**src/rtl/core/ssp_pkg.sv**
```systemverilog
package ssp_pkg;

   localparam int MAX_NODES_DEF = 64;
   localparam int MAX_EDGES_DEF = 256;

   localparam int NODE_W   = 6;
   localparam int DIST_W   = 32;
   localparam int WEIGHT_W = 16;
   localparam int NCNT_W   = 7;

   localparam logic [NCNT_W-1:0] NODE_COUNT_RESET = 7'd64;

   localparam logic signed [DIST_W-1:0] UNREACHED_DIST = 32'sd99999;
   localparam logic signed [DIST_W-1:0] DIST_MAX       = 32'sh7fff_ffff;
   localparam logic signed [DIST_W-1:0] DIST_MIN       = 32'sh8000_0000;

   localparam logic [1:0] CMD_LOAD  = 2'd0;
   localparam logic [1:0] CMD_RUN   = 2'd1;
   localparam logic [1:0] CMD_CLEAR = 2'd2;

   typedef struct packed {
      logic [1:0]                 cmd;
      logic [NODE_W-1:0]          edge_from;
      logic [NODE_W-1:0]          edge_to;
      logic signed [WEIGHT_W-1:0] edge_weight;
      logic [NODE_W-1:0]          source_node;
   } req_type;

   typedef struct packed {
      logic [NODE_W-1:0]        node_index;
      logic signed [DIST_W-1:0] distance;
      logic                     reachable;
      logic [NODE_W-1:0]        predecessor;
      logic                     has_predecessor;
      logic                     negative_cycle;
      logic                     last;
   } rsp_type;

   typedef struct packed {
      logic [NODE_W-1:0]          from;
      logic [NODE_W-1:0]          to;
      logic signed [WEIGHT_W-1:0] weight;
   } edge_type;

   typedef struct packed {
      logic                     reach;
      logic                     pred_valid;
      logic [NODE_W-1:0]        pred;
      logic signed [DIST_W-1:0] path_dist;
   } node_type;

   typedef struct packed {
      logic                     improve;
      logic signed [DIST_W-1:0] cand;
   } relax_type;

endpackage

```
**src/rtl/core/ssp_relax_unit.sv**
```systemverilog
module ssp_relax_unit
   import ssp_pkg::*;
(
   input  node_type                   src,
   input  node_type                   dst,
   input  logic signed [WEIGHT_W-1:0] weight,
   output relax_type                  res
);

   logic signed [DIST_W:0]   sum;
   logic signed [DIST_W-1:0] cand;

   // saturating add, then strict compare against the destination
   always_comb begin
      sum = {src.path_dist[DIST_W-1], src.path_dist}
          + {{(DIST_W+1-WEIGHT_W){weight[WEIGHT_W-1]}}, weight};
      if (sum[DIST_W] != sum[DIST_W-1]) begin
         cand = sum[DIST_W] ? DIST_MIN : DIST_MAX;
      end else begin
         cand = sum[DIST_W-1:0];
      end
      res.cand    = cand;
      res.improve = src.reach && (!dst.reach || (cand < dst.path_dist));
   end

endmodule

```
**config.mk**
```make
export PLATFORM = sky130hd
export DESIGN_NAME = ssp_relax_unit
export DESIGN_NICKNAME = d
export VERILOG_FILES = /design/src/rtl/core/ssp_pkg.sv /design/src/rtl/core/ssp_relax_unit.sv
export SDC_FILE = /design/constraint.sdc
export NUM_CORES = 1
export LEC_CHECK = 0
export ABC_CLOCK_PERIOD_IN_PS = 8500
export BUFFER_PORTS_ARGS = -buffer_cell sky130_fd_sc_hd__buf_2
export CAP_MARGIN = 0
export CORE_ASPECT_RATIO = 2
export CORE_MARGIN = 4
export CORE_UTILIZATION = 32
export DETAILED_ROUTE_END_ITERATION = 12
export PLACE_DENSITY = 0.7
export RECOVER_POWER = 25
export REMOVE_ABC_BUFFERS = 1
export SETUP_SLACK_MARGIN = 0.15
export SYNTH_ARGS = -nofsm -noshare
export SYNTH_HDL_FRONTEND = slang
export SYNTH_SLANG_ARGS = --single-unit
```
**constraint.sdc**
```tcl
create_clock -name vclk -period 8.5
set_input_delay 0.85 -clock vclk [all_inputs]
set_output_delay 0.85 -clock vclk [all_outputs]
set_load 0.01 [all_outputs]
```
==> reports/qor.yml <==
outcome:
  status: "complete, no violations"
sta:
  rsz0062_at_grt: "false"
  final_hold_viol_count: 0
  timing.slew.headroom_pct: 59.6
  min_period_ns: 6.86
  finalSetupViolCount: 0
  whs_ns: 2.12
  finalSetupTns_ns: 0
  period_share_pct: 80.7
  max_freq_mhz: 146
  final.setup.worst_slack_ns: 1.64
  maxSlewViolCount: 0
  tightest_slew_ns: 0.591
drt:
  drt_drc_violations_left: 0
  dr_wl_met3_um: 597
  wl_per_cell_um: 15.5
  vias: 3024
  postRouteAntennaNets: 0
  dr.pass1.iters: 4
  drtIter0Drc: 80
  routed_wl_mm: 8.72
  wl_met1_mm: 2.84
  avgViaCountPerCell: 5.37
  met2_length_mm: 4.95
  top_layer_used: "met4"
synthesis:
  synth.top_cell.area_share_pct: 29.1
  ys_seq_area_share_pct: 0
  syn_area_um2: 2670
  synthTopCellsByArea: "ha_1 29%, a21oi_1 8.5%, a21o_1 5.4%, inv_1 5.4%, xnor2_1 5.3%"
  syn-instance-count: 359
  yosys.cell_types.count: 55
  ys_warn_count: 0
  syn_area_per_cell_um2: 7.42
  yosysTopAreaCell: "ha_1"
worst_setup_path:
  path_cells: "buf_2 -> ha_1 -> inv_1 -> fa_1 -> nand2b_1 -> a21oi_1 -> o2111ai_2 -> o21bai_1 -> a41o_2 -> a22o_1 -> nand2_4 -> a21oi_1 -> ha_1 -> a21o_1 -> a21o_1 -> a21oi_1 -> a2111oi_0 -> a221oi_1 -> o21ai_0 -> a31oi_1 -> nand2_1 -> a21boi_2 -> buf_2"
  crit_path_frequent_cell: "a21oi_1"
  crit_path_start_kind: "primary input"
  crit_fanout: 28
  endpoint_kind: "output pin"
  critPathRequiredTime_ns: 7.65
  critical_path_buf_inv_count: 3
  cpPeakStageDelay_ns: 0.53
  cp_top_family: "compound AO/OA/AOI/OAI gates"
  crit_type: "in2out"
  crit_arrival_ns: 6.01
  critical-path-slowest-cell: "a22o_1"
placed_design:
  io_buffers: 115
  dp_slack_ns: 2.20
  gp_congestion: 0.884
  dpl.hpwl_mm: 7.78
  dp.cells: 563
cells_and_area:
  layout_common_cells: "112 x buf_2, 62 x ha_1, 46 x a21oi_1, 38 x inv_1, 25 x o21ai_0"
  nClkBuffers: 0
  area_delta_synth_final_pct: 23.0
  antenna_cells: 0
  nFlopsAndLatches: 0
  drive_gt1_share_pct: 27.4
  layout_commonest_cell: "buf_2"
  regArea_um2: 0
  nNetsFinal: 628
  fin_cells: 563
floorplan:
  die_h_um: 137
  die_w_um: 72.5
  io_pins: 129
  start_util_pct: 33.3
  die_area_um2: 9940
  rows: 46
  core_um2: 8000
grt:
  antenna_found_initial: 0
  grt_start_max_net_pins: 29
  grt_pass1_vias: 3151
  overflow: 0
  grt_use_total_pct: 17.1
  grt_pass1_wl_mm: 13.7
min_path:
  hold_class: "in2out"
cts:
  ctsResizeCount: 0
  cts_hold_buf: 0
  cts_setup_buffers: 0
power:
  p_leak_nw: 1.73
  ir_worst_vdd_uv: 59.6
  p_per_area_nw_per_um2: 121
run:
  maxCapViolCount: 0
[power by group]
group	internal [mW]	switching, mW	total, mW
logic	0.166	0.231	0.397
clock network	0	0	0
registers	0	0	0
[per-stage QoR]
step | util, % | power, mW | instance area [um2]
after floorplan | - | 0.265 | 2610
after global routing | 41.0 | 0.445 | 3280
after global placement | 41.3 | 0.393 | 3310
after CTS | 41.3 | 0.405 | 3310
final | 41.0 | 0.397 | 3280
after detailed placement | 41.3 | 0.402 | 3310
[tightest hold or removal path, cell delays in order]
cell,delay (ns)
buf_2,0.10
a21boi_1,0.05
a21boi_2,0.14
buf_2,0.13
[path summary, 6_finish.rpt]
path / startpoint / end / slack [ns] / cells after the start
setup / recovery: src[0] / res[32] / 1.64 / 23
hold / removal: dst[39] / res[32] / 2.12 / 4
[per-layer routing]
metal | vias up | track usage [%]
met5 | - | 0
met4 | 0 | 5.13
met3 | 16 | 2.28
met2 | 104 | 36.2
met1 | 1361 | 15.7
li1 | 1543 | -
[layout make-up]
cell class / count / area [um2]
Multi-Input combinational cell: 314 / 2440
Tap cell: 96 / 120
Inverter: 38 / 143
Timing Repair Buffer: 115 / 572
Fill cell: 879 / 4720
[synth_stat cells, types with 2 or more instances]
cell	number
ha_1	62
a21oi_1	45
inv_1	38
o21ai_0	25
nor2_1	20
a21o_1	19
nand2_1	19
xnor2_1	16
xor2_1	14
nand3_1	8
nand4_1	8
o211ai_1	7
o21ai_1	7
nand2b_1	5
o21bai_1	5
a211oi_1	4
a21boi_0	4
buf_2	4
a31oi_1	3
and3_1	3
a211oi_2	2
a221oi_1	2
and2_1	2
buf_4	2
maj3_1	2
nor2b_1	2
o21a_1	2
or2_1	2
[cell families (layout without fill, tap and decap cells)]
logic type	Yosys count	after routing	share of synthesized area (%)
AOI/OAI and AO/OA	141	141	36.2
and+or+nand+nor	76	76	14.5
adders and majority gates	66	66	31.0
buffers and inverters	45	153	7.42
xor gates and xnor gates	31	31	10.9
Power figures use the tool's default switching activity.
